$ cat config.mk
export PLATFORM = sky130hd
export DESIGN_NAME = modular_exponentiation_flat
export DESIGN_NICKNAME = d
export VERILOG_FILES = /design/src/rtl/core/mexp_pkg.sv /design/src/rtl/core/mexp_if.sv /design/src/rtl/core/mexp_mulmod.sv /design/src/rtl/core/modular_exponentiation.sv /design/src/flat_wrapper.sv
export SDC_FILE = /design/constraint.sdc
export NUM_CORES = 1
export LEC_CHECK = 0
export BUFFER_PORTS_ARGS = -buffer_cell sky130_fd_sc_hd__buf_2
export CAP_MARGIN = 25
export CORE_UTILIZATION = 40
export DETAILED_ROUTE_END_ITERATION = 10
export PLACE_DENSITY_LB_ADDON = 0.3
export SETUP_SLACK_MARGIN = 0.5
export SKIP_CTS_REPAIR_TIMING = 1
export SYNTH_ARGS = -nofsm -noshare
export SYNTH_HDL_FRONTEND = slang
export SYNTH_SLANG_ARGS = --single-unit
$ cat constraint.sdc
create_clock -name i_clk -period 4.78 [get_ports i_clk]
set_input_delay 0.717 -clock i_clk [delete_from_list [all_inputs] [get_ports i_clk]]
set_output_delay 0.717 -clock i_clk [all_outputs]
set_load 0.05 [all_outputs]
$ cat src/rtl/core/mexp_pkg.sv
// Package for the modular exponentiation block: operand widths, counter
// widths, configuration register indexes and the multiplier control struct.
// No dependencies.
package mexp_pkg;

    localparam int OP_W      = 31;
    localparam int CNT_W     = $clog2(OP_W);
    localparam int CFG_IDX_W = 1;

    localparam logic [CFG_IDX_W-1:0] REG_MODULUS  = 1'b0;
    localparam logic [CFG_IDX_W-1:0] REG_EXPONENT = 1'b1;

    typedef logic [OP_W-1:0] t_operand;

    typedef struct packed {
        logic load;
        logic step;
    } t_mm_ctrl;

endpackage

$ cat src/rtl/core/mexp_if.sv
// Valid/ready channel interfaces for the modular exponentiation block:
// message input, result output and configuration write.
// Depends on mexp_pkg.
interface mexp_msg_if;
    logic               valid;
    logic               ready;
    mexp_pkg::t_operand message;

    modport source (output valid, output message, input ready);
    modport sink   (input valid, input message, output ready);
endinterface

interface mexp_res_if;
    logic               valid;
    logic               ready;
    mexp_pkg::t_operand power_mod;

    modport source (output valid, output power_mod, input ready);
    modport sink   (input valid, input power_mod, output ready);
endinterface

interface mexp_cfg_if;
    logic                           valid;
    logic                           ready;
    logic [mexp_pkg::CFG_IDX_W-1:0] index;
    mexp_pkg::t_operand             data;

    modport source (output valid, output index, output data, input ready);
    modport sink   (input valid, input index, input data, output ready);
endinterface

$ cat src/rtl/core/mexp_mulmod.sv
// Bit-serial modular multiplier: (x * y) mod m, one bit of y per step,
// OP_W steps after a load. Operands must already be below the modulus.
// Depends on mexp_pkg.
module mexp_mulmod (
    input  logic               i_clk,
    input  mexp_pkg::t_mm_ctrl i_ctrl,
    input  mexp_pkg::t_operand i_x,
    input  mexp_pkg::t_operand i_y,
    input  mexp_pkg::t_operand i_mod,
    output mexp_pkg::t_operand o_prod
);

    mexp_pkg::t_operand r_x;
    mexp_pkg::t_operand r_y;
    mexp_pkg::t_operand r_p;
    mexp_pkg::t_operand n_x;
    mexp_pkg::t_operand n_p;

    logic [mexp_pkg::OP_W:0] w_sum;
    logic [mexp_pkg::OP_W:0] w_dbl;
    logic [mexp_pkg::OP_W:0] w_mod;

    always_comb begin
        w_mod = {1'b0, i_mod};
        w_sum = {1'b0, r_p} + {1'b0, r_x};
        w_dbl = {r_x, 1'b0};
        n_p   = r_p;
        if (r_y[0]) begin
            n_p = (w_sum >= w_mod) ? mexp_pkg::OP_W'(w_sum - w_mod)
                                   : w_sum[mexp_pkg::OP_W-1:0];
        end
        n_x = (w_dbl >= w_mod) ? mexp_pkg::OP_W'(w_dbl - w_mod)
                               : w_dbl[mexp_pkg::OP_W-1:0];
    end

    always_ff @(posedge i_clk) begin
        if (i_ctrl.load) begin
            r_x <= i_x;
            r_y <= i_y;
            r_p <= '0;
        end else if (i_ctrl.step) begin
            r_x <= n_x;
            r_y <= {1'b0, r_y[mexp_pkg::OP_W-1:1]};
            r_p <= n_p;
        end
    end

    assign o_prod = r_p;

endmodule

$ cat src/rtl/core/modular_exponentiation.sv
// Top level of the modular exponentiation block (right-to-left square and
// multiply). Depends on mexp_pkg, the channel interfaces and mexp_mulmod.
//
// Usage:
//   i_cfg writes the modulus (index 0, reset 2) and the exponent (index 1,
//   reset 0); it is always ready. The user must write it only while the
//   block is idle; the block does not enforce it. i_msg takes one message item;
//   o_res returns message^exponent mod modulus (1 for exponent 0, 0 for modulus 0).
// Sequence: the message is reduced one bit a cycle, then for each of the
//   OP_W exponent bits come one load, OP_W multiply steps and one update,
//   then the result is registered. The multiply and the squaring run in two
//   bit-serial multipliers side by side, driven by one shared load/step control.
// Throughput: one item at a time; the next item is taken as soon as the
//   block is back in idle, even while the previous result still waits.
// Reset: clears the control state and loads the register reset values.
// Stall: a finished result waits in the working registers until the output
//   register is free.
module modular_exponentiation (
    input  logic i_clk,
    input  logic i_rst_n,
    mexp_cfg_if.sink   i_cfg,
    mexp_msg_if.sink   i_msg,
    mexp_res_if.source o_res
);

    localparam logic [2:0] S_IDLE   = 3'd0;
    localparam logic [2:0] S_REDUCE = 3'd1;
    localparam logic [2:0] S_LOAD   = 3'd2;
    localparam logic [2:0] S_MUL    = 3'd3;
    localparam logic [2:0] S_NEXT   = 3'd4;
    localparam logic [2:0] S_FINISH = 3'd5;

    localparam logic [mexp_pkg::CNT_W-1:0] CNT_LAST = mexp_pkg::CNT_W'(mexp_pkg::OP_W - 1);

    logic [2:0]                    r_state;
    logic [mexp_pkg::CNT_W-1:0]    r_cnt;
    logic [mexp_pkg::CNT_W-1:0]    r_ebit;
    mexp_pkg::t_operand            r_mod;
    mexp_pkg::t_operand            r_exp_cfg;
    mexp_pkg::t_operand            r_exp;
    mexp_pkg::t_operand            r_msg;
    mexp_pkg::t_operand            r_base;
    mexp_pkg::t_operand            r_acc;
    mexp_pkg::t_operand            r_out;
    logic                          r_out_valid;

    logic [mexp_pkg::OP_W:0]       w_shl;
    mexp_pkg::t_operand            n_red;
    mexp_pkg::t_operand            n_out;
    mexp_pkg::t_operand            w_mul_prod;
    mexp_pkg::t_operand            w_sqr_prod;
    mexp_pkg::t_mm_ctrl            w_ctrl;
    logic                          w_out_free;

    assign i_cfg.ready = 1'b1;
    assign i_msg.ready = (r_state == S_IDLE);
    assign o_res.valid = r_out_valid;
    assign o_res.power_mod = r_out;

    assign w_ctrl.load = (r_state == S_LOAD);
    assign w_ctrl.step = (r_state == S_MUL);
    assign w_out_free  = !r_out_valid || o_res.ready;

    // message mod modulus, one bit a cycle, MSB first
    always_comb begin
        w_shl = {r_base, r_msg[mexp_pkg::OP_W-1]};
        n_red = (w_shl >= {1'b0, r_mod}) ? mexp_pkg::OP_W'(w_shl - {1'b0, r_mod})
                                         : w_shl[mexp_pkg::OP_W-1:0];
    end

    always_comb begin
        if (r_mod == '0) begin
            n_out = '0;
        end else if (r_exp_cfg == '0) begin
            n_out = mexp_pkg::OP_W'(1);
        end else begin
            n_out = r_acc;
        end
    end

    mexp_mulmod u_mul (
        .i_clk  (i_clk),
        .i_ctrl (w_ctrl),
        .i_x    (r_acc),
        .i_y    (r_base),
        .i_mod  (r_mod),
        .o_prod (w_mul_prod)
    );

    mexp_mulmod u_sqr (
        .i_clk  (i_clk),
        .i_ctrl (w_ctrl),
        .i_x    (r_base),
        .i_y    (r_base),
        .i_mod  (r_mod),
        .o_prod (w_sqr_prod)
    );

    always_ff @(posedge i_clk) begin
        if (!i_rst_n) begin
            r_mod     <= mexp_pkg::OP_W'(2);
            r_exp_cfg <= '0;
        end else if (i_cfg.valid && i_cfg.ready) begin
            case (i_cfg.index)
                mexp_pkg::REG_MODULUS:  r_mod     <= i_cfg.data;
                mexp_pkg::REG_EXPONENT: r_exp_cfg <= i_cfg.data;
                default: ;
            endcase
        end
    end

    always_ff @(posedge i_clk) begin
        if (!i_rst_n) begin
            r_out_valid <= 1'b0;
        end else if ((r_state == S_FINISH) && w_out_free) begin
            r_out_valid <= 1'b1;
        end else if (o_res.ready) begin
            r_out_valid <= 1'b0;
        end
    end

    always_ff @(posedge i_clk) begin
        if (!i_rst_n) begin
            r_state     <= S_IDLE;
            r_cnt       <= '0;
            r_ebit      <= '0;
        end else begin
            case (r_state)
                S_IDLE: begin
                    if (i_msg.valid) begin
                        r_msg   <= i_msg.message;
                        r_base  <= '0;
                        r_exp   <= r_exp_cfg;
                        r_acc   <= (r_mod == mexp_pkg::OP_W'(1)) ? '0 : mexp_pkg::OP_W'(1);
                        r_cnt   <= '0;
                        r_ebit  <= '0;
                        r_state <= S_REDUCE;
                    end
                end
                S_REDUCE: begin
                    r_base <= n_red;
                    r_msg  <= {r_msg[mexp_pkg::OP_W-2:0], 1'b0};
                    r_cnt  <= r_cnt + 1'b1;
                    if (r_cnt == CNT_LAST) begin
                        r_state <= S_LOAD;
                    end
                end
                S_LOAD: begin
                    r_cnt   <= '0;
                    r_state <= S_MUL;
                end
                S_MUL: begin
                    r_cnt <= r_cnt + 1'b1;
                    if (r_cnt == CNT_LAST) begin
                        r_state <= S_NEXT;
                    end
                end
                S_NEXT: begin
                    if (r_exp[0]) begin
                        r_acc <= w_mul_prod;
                    end
                    r_base <= w_sqr_prod;
                    r_exp  <= {1'b0, r_exp[mexp_pkg::OP_W-1:1]};
                    r_ebit <= r_ebit + 1'b1;
                    r_state <= (r_ebit == CNT_LAST) ? S_FINISH : S_LOAD;
                end
                S_FINISH: begin
                    if (w_out_free) begin
                        r_out       <= n_out;
                        r_state     <= S_IDLE;
                    end
                end
                default: begin
                    r_state <= S_IDLE;
                end
            endcase
        end
    end

endmodule
$ cat src/flat_wrapper.sv
// flat-port wrapper written by rule: the top's interface ports become plain ports
module modular_exponentiation_flat 
  (i_clk, i_rst_n, i_cfg_valid, i_cfg_index, i_cfg_data, i_cfg_ready, i_msg_valid, i_msg_message, i_msg_ready, o_res_valid, o_res_power_mod, o_res_ready);
  mexp_cfg_if i_cfg_i ();
  mexp_msg_if i_msg_i ();
  mexp_res_if o_res_i ();
  input  logic i_clk;
  input  logic i_rst_n;
  input wire logic [$bits(i_cfg_i.valid)-1:0] i_cfg_valid;
  input wire logic [$bits(i_cfg_i.index)-1:0] i_cfg_index;
  input wire logic [$bits(i_cfg_i.data)-1:0] i_cfg_data;
  output wire logic [$bits(i_cfg_i.ready)-1:0] i_cfg_ready;
  input wire logic [$bits(i_msg_i.valid)-1:0] i_msg_valid;
  input wire logic [$bits(i_msg_i.message)-1:0] i_msg_message;
  output wire logic [$bits(i_msg_i.ready)-1:0] i_msg_ready;
  output wire logic [$bits(o_res_i.valid)-1:0] o_res_valid;
  output wire logic [$bits(o_res_i.power_mod)-1:0] o_res_power_mod;
  input wire logic [$bits(o_res_i.ready)-1:0] o_res_ready;
  assign i_cfg_i.valid = i_cfg_valid;
  assign i_cfg_i.index = i_cfg_index;
  assign i_cfg_i.data = i_cfg_data;
  assign i_cfg_ready = i_cfg_i.ready;
  assign i_msg_i.valid = i_msg_valid;
  assign i_msg_i.message = i_msg_message;
  assign i_msg_ready = i_msg_i.ready;
  assign o_res_valid = o_res_i.valid;
  assign o_res_power_mod = o_res_i.power_mod;
  assign o_res_i.ready = o_res_ready;
  modular_exponentiation u_core (.i_clk(i_clk), .i_rst_n(i_rst_n), .i_cfg(i_cfg_i), .i_msg(i_msg_i), .o_res(o_res_i));
endmodule
==> metrics.txt, run 1 <==
Vias/cell=5.70; Final HPWL DP=67.8 mm; count leader, synth=nand2_1; setup TNS=-3.09 ns; Die H=267 µm; P per Cell Area=621 nW/µm²; DP Worst Slack=-0.217 ns; Synth top area share=26.6%; slowest stage delay, CP=0.46 ns; Clock power frac=18.8%; Yosys Warn Count=0; Worst Setup Start Kind=flip-flop; first-pass GRT wire length=138 mm; drt wl/cell=20.3 µm; Int Power=12100 µW; Yosys cell types=83; clock skew=0.0675 ns; grt ovf=0; Cells after Synth=3308; Tmin final=4.95 ns; slew at the pin with the worst max-slew slack=1.03 ns; setup violators final=27; sequential share of power=21.4%; TritonCTS clock tree=built; Crit-path slowest cell=a2111o_1; DIE WIDTH=267 µm; I/O Pins=102; combinational share of power=59.8%; core area=68900 µm²; Post-Route WL=91.7 mm; failing checks=negative setup slack; root buffer cell=clkbuf_16; flop2flop setup slack=-0.17 ns; top cells by area, synth=edfxtp_1 (27%), ha_1 (9.9%), dfxtp_1 (9.8%), nand2_1 (8.4%), a21oi_1 (4.5%); fin worst setup slack=-0.174 ns; synthesized area per cell=8.48 µm²; Syn Nets=3604; vias in the first global route=23500; CP max FO=17; delay-heaviest family, CP=compound AO/OA/AOI/OAI gates; WP buf/inv=2; H-tree levels=2; Leak=0.0136 µW; Tcrit/Tclk final=104%; cell type with the largest total area after synthesis=edfxtp_1; row cnt=96; Final #Nets=3837; crit-path cells=ha_4, buf_4, a211oi_2, o211ai_1, a311o_1, a2111o_1, nand2_1, xnor2_1, ha_1, a21o_1, a221o_1, a31oi_2, o21ai_1, o2111ai_1, nor3b_4, and2_4, buf_12, mux2_4, a21oi_2; layout cells sized above 1=16.1%; CTS Sinks=386; CTS Buf Count=47; effective utilization at floorplan=40.7%; Setup crit end kind=flip-flop; hold crit path type=in2reg; register bit total from synthesis=386; Main synth FF type=edfxtp_1; Critical Path AT=5.51 ns; clock-pin slew on the worst setup and hold paths=0.06 ns; # diodes=0; largest net degree at the start of global routing=84; die area=71200 µm²; max_cap viols=0; max-slew violation count=0; Mapped Area=28000 µm²; Seq/Total Area, Yosys=36.4%; fmax=202 MHz; unrepaired setup endpoints after global routing=true; Hold Fails Final Rpt=0; Setup CP Type=reg2reg; Sw Share=42.2%; area grow syn2layout=19.9%; via count=25700; most common library cells after synthesis=nand2_1 (631), a21oi_1 (251), edfxtp_1 (248), ha_1 (221), nor2_1 (205); Post-DRT Antenna Nets=0; first-pass detailed-route iteration total=9; status=finished, violations left; Max VDD drop=528 µV; max_slew headroom=31.2%; port bufs=100; gp weighted congestion=0.993; initial antenna violation count=2; All-Layer GR Usage=25.0%; Worst-Skew Late Latency=0.63 ns; Max Root-Sink Buffers=3; Worst Path Required=5.34 ns; Initial DRC Count=2294; DR DRC count=0; Sw Pwr=8810 µW; EDFF count, synth=248; async set-reset flop share out of synthesis=0%
-- cell type report --
class                           count  area, µm²
Fill cell                        6593      35300
Multi-Input combinational cell   2659      17700
Sequential cell                   386      10200
Timing Repair Buffer              336       2470
Clock buffer                       66       1340
Tap cell                          931       1160
Inverter                          111        417
Clock inverter                     22        345
-- layer usage --
metal,track usage [%],vias up,routed length [µm]
met5,0,-,12
met4,10.8,2,4110
met3,4.42,154,6870
met2,36.3,920,38400
met1,36.0,12100,42300
li1,-,12500,-
-- through the flow --
step / hold slack (ns) / instance area (µm²) / power (µW) / instances / util [%]
floorplan: 0.432 / 28100 / 12300 / 3308 / -
finish: 0.354 / 33600 / 20900 / 4511 / 48.8
global route: 0.363 / 33600 / 22200 / 4511 / 48.8
detailed placement: 0.469 / 30900 / 15500 / 4393 / 44.8
CTS: 0.335 / 32600 / 19500 / 4481 / 47.3
global placement: 0.458 / 30800 / 15500 / 4389 / 44.7
-- power groups by stage --
| stage | registers [µW] | logic (µW) | clock network [µW] |
|---|---|---|---|
| CTS | 4440 | 11100 | 3990 |
| global placement | 4500 | 11000 | 0 |
| global route | 4500 | 13500 | 4120 |
| finish | 4470 | 12500 | 3930 |
| detailed placement | 4500 | 11000 | 0 |
| floorplan | 4320 | 7980 | 0 |
-- path summary, 6_finish.rpt --
path / from / to / cells after the start
max: u_core.u_mul.r_x[0] / u_core.u_mul.o_prod[15] / 19
min reg2reg: u_core.r_exp_cfg[1] / u_core.r_exp_cfg[1] / 2
min: i_cfg_data[16] / u_core.r_mod[16] / 3
max reg2reg: u_core.u_mul.r_x[0] / u_core.u_mul.o_prod[15] / 19
-- tightest hold or removal path, cell delays in order --
cell and delay, ns:
buf_2 0.10, nand2_1 0.05, a21boi_0 0.06
-- registers in the layout, indices dropped and copies added, names as in the netlist --
register and count:
u_core.o_res.valid 1, u_core.r_acc 31, u_core.u_mul.r_x 31, u_core.o_res.power_mod 31
u_core.u_mul.r_y 30, u_core.r_mod 31, u_core.u_sqr.o_prod 31, u_core.r_base 31
u_core.u_sqr.r_x 31, u_core.r_exp_cfg 31, u_core.u_sqr.r_y 1, u_core.u_mul.o_prod 31
u_core.r_exp 31, u_core.r_state 3, u_core.r_msg 31, u_core.r_ebit 5
u_core.r_cnt 5
-- logic make-up (layout without fill, tap and decap cells) --
family	count (synthesis)	in the layout	synth area share (%)
AOI/OAI and AO/OA	948	948	21.9
DFF	386	386	36.4
other	1	1	0.0134
and+or+nand+nor	1254	1254	20.2
xor gates and xnor gates	157	157	4.90
muxes	71	71	2.57
adders and majority gates	228	228	10.4
buffers and inverters	263	535	3.65
-- cell usage in the layout (no fill, tap or decap), types with 10 or more instances in the layout --
cell,count
nand2_1,624
edfxtp_1,248
a21oi_1,230
buf_4,216
ha_1,207
nor2_1,194
o21ai_0,175
dfxtp_1,137
inv_1,111
buf_2,100
xnor2_1,98
a21o_1,86
and2_1,78
nand3_1,69
a21boi_0,68
a31oi_1,63
mux2i_1,59
clkbuf_16,50
nor3_1,49
xor2_1,48
nand4_1,38
a211oi_1,35
o211ai_1,32
o21a_1,31
nand2b_1,27
nor4_1,26
nor2b_1,25
and3_1,25
or3_1,22
a21oi_2,21
o21bai_1,20
o31a_1,16
o31ai_1,15
a221o_1,12
clkbuf_1,12
o21ai_1,11
or2_2,10
a32oi_1,10
No activity file was read; power rests on OpenSTA's default activity.
==> run 2, diff against run 1 <==
--- a/config.mk
+++ b/config.mk
@@ -14,4 +14,5 @@
 export SKIP_CTS_REPAIR_TIMING = 1
 export SYNTH_ARGS = -nofsm -noshare
 export SYNTH_HDL_FRONTEND = slang
+export SYNTH_HIERARCHICAL = 1
 export SYNTH_SLANG_ARGS = --single-unit
==> run 2 against run 1 <==
Critical path depth grew 2. Largest power group unchanged. Clock power increased by 6.1%. Flip-flop and latch count up 31. Fmax increased by 6.0%. The flow now finishes without violations. Die area is 6.8% higher. Sequential share of layout area is 0.27 points higher. Critical endpoint is now u_core/u_mul/o_prod[15].
==> metrics.txt, run 2 <==
count leader, synth=nand2_1; Syn Nets=3696; TritonCTS clock tree=built; max-slew violation count=0; Die H=276 µm; Seq/Total Area, Yosys=37.2%; Worst Path Required=5.34 ns; area grow syn2layout=21.3%; unrepaired setup endpoints after global routing=true; status=finished clean; grt ovf=0; Initial DRC Count=2104; port bufs=100; Tcrit/Tclk final=97.8%; gp weighted congestion=0.954; largest net degree at the start of global routing=99; drt wl/cell=20.7 µm; DP Worst Slack=-0.162 ns; Tmin final=4.68 ns; Setup CP Type=reg2reg; fmax=214 MHz; core area=74300 µm²; All-Layer GR Usage=24.2%; Synth top area share=28.0%; Post-Synth Simple-Gate Area=18.0%; post-synthesis mux area share=5.11%; top cells by area, synth=edfxtp_1 (28%), ha_1 (9.2%), dfxtp_1 (9.2%), nand2_1 (7.1%), a21oi_1 (4.0%); I/O Pins=102; clock-pin slew on the worst setup and hold paths=0.06 ns; Final #Nets=3936; Cells after Synth=3400; Post-Route WL=96.2 mm; slew at the pin with the worst max-slew slack=1.18 ns; via count=26900; Main synth FF type=edfxtp_1; Post-DRT Antenna Nets=0; CP max FO=6; effective utilization at floorplan=40.3%; Pwr Total=25400 µW; initial antenna violation count=3; clock skew=0.0728 ns; max_slew headroom=21.4%; Hold Fails Final Rpt=0; async set-reset flop share out of synthesis=0%; Placed Instance Area=32800 µm²; Mapped Area=30000 µm²; Synth Area in Compound Gates=20.6%; most common cell after layout, fill and taps aside=nand2_1; EDFF count, synth=279; register bit total from synthesis=417; H-tree levels=2; vias in the first global route=25000; Register Area=11100 µm²; XOR/XNOR Fraction of Synth Area=5.08%; final hold slack=0.323 ns; Setup crit end kind=flip-flop; Max VDD drop=556 µV; Worst-Skew Late Latency=0.66 ns; first-pass detailed-route iteration total=8; crit-path cells=ha_4, fa_2, a21oi_4, o211ai_4, a21o_1, a41oi_2, o21bai_1, a21oi_2, xnor2_2, ha_2, o21a_1, o21a_1, a21oi_2, o211ai_2, a311oi_2, o211ai_2, buf_6, nor2_4, buf_6, nand2_4, a311oi_2; root buffer cell=clkbuf_16; final design utilization=48.9%; FILL cells=7077; die area=76000 µm²; first-pass GRT wire length=144 mm; most common library cells after synthesis=nand2_1 (566), edfxtp_1 (279), a21oi_1 (237), nor2_1 (226), ha_1 (221); Vias/cell=5.77; multi-input logic area=18900 µm²; post-synthesis adder-cell area fraction=9.69%; CTS Sinks=417; Yosys Warn Count=6; design area=36400 µm²; Worst Setup Start Kind=flip-flop; Max Root-Sink Buffers=3; setup violators final=0; largest family of logic cells by synthesized area=compound AO/OA/AOI/OAI gates; CTS Buf Count=52; cell type with the largest total area after synthesis=edfxtp_1; Leak=0.0143 µW; max_cap viols=0; Yosys cell types=95; layout cells sized above 1=21.1%; hold crit path type=in2reg; Crit-path slowest cell=edfxtp_1; DIE WIDTH=276 µm; row cnt=100; Critical Path AT=5.23 ns; most frequent cells in the layout=nand2_1 (538), edfxtp_1 (279), nor2_1 (215); fin worst setup slack=0.105 ns; P per Cell Area=699 nW/µm²; slowest stage delay, CP=0.43 ns; DR DRC count=0; Final HPWL DP=71.3 mm; synthesized area per cell=8.82 µm²
-- run 2: changes by cell type after synthesis, moves of 16 or more --
cell,before,now
mux2_2,7,93
nand2_1,631,566
inv_1,111,166
a31oi_1,69,25
a311oi_1,4,37
edfxtp_1,248,279
and2_1,80,52
nor2_1,205,226
and3_1,27,47
o21ai_0,189,169
mux2i_1,64,47
or3_1,23,6
xor2_1,51,67
-- run 2: cells by family (layout without fill, tap and decap cells) --
logic type | Yosys count | after routing
mux | 141 | 141
xor+xnor | 174 | 174
fa+ha+maj | 228 | 228
buf+inv | 325 | 606
simple gates | 1187 | 1187
flops | 417 | 417
other cells | 1 | 2
compound gates | 927 | 927
-- run 2: critical path, delay by kind of cell, from the launching register on --
family                     cells  cell delay, ns
AOI/OAI and AO/OA             13            2.51
adders and majority gates      3            0.93
DFF                            1            0.43
buffers and inverters          2            0.32
and+or+nand+nor                2            0.24
xor gates and xnor gates       1            0.15
-- run 2: final cells by class --
class,instances,share of cell area (%)
multi-input cells,2658,52.1
flip-flops and latches,417,30.6
repair buffers,345,7.33
clock buffers,65,3.82
well taps,969,3.33
inverters,166,1.71
clock inverters,30,1.08
diodes,1,0.00688
-- run 2: layer usage --
layer	global-route usage (%)	wire length, µm	vias up
met5	0	13	-
met4	9.50	3740	2
met3	3.17	5560	222
met2	40.5	45500	887
met1	31.4	41300	12900
li1	-	-	12800
-- run 2: final timing paths --
path / startpoint / endpoint / slack, ns / depth (start not counted)
worst min-delay path: i_cfg_data[26] / u_core/r_mod[26] / 0.32 / 3
worst max-delay path: u_core/u_mul/r_x[0] / u_core/u_mul/o_prod[15] / 0.10 / 21
worst max register to register: u_core/u_mul/r_x[0] / u_core/u_mul/o_prod[15] / 0.10 / 21
worst min register to register: u_core/r_msg[4] / u_core/r_msg[5] / 0.46 / 2
-- run 2: metrics by stage --
step,setup TNS [ns],cells
final,0,4651
after global routing,-1.77,4650
after CTS,-6.35,4595
after detailed placement,-3.65,4500
after global placement,-0.711,4495
after floorplan,0,3400
-- run 2: report_power, final --
part / switching, µW / internal (µW)
Clock: 1720 / 2450
Sequential: 523 / 4470
Combinational: 9030 / 7230
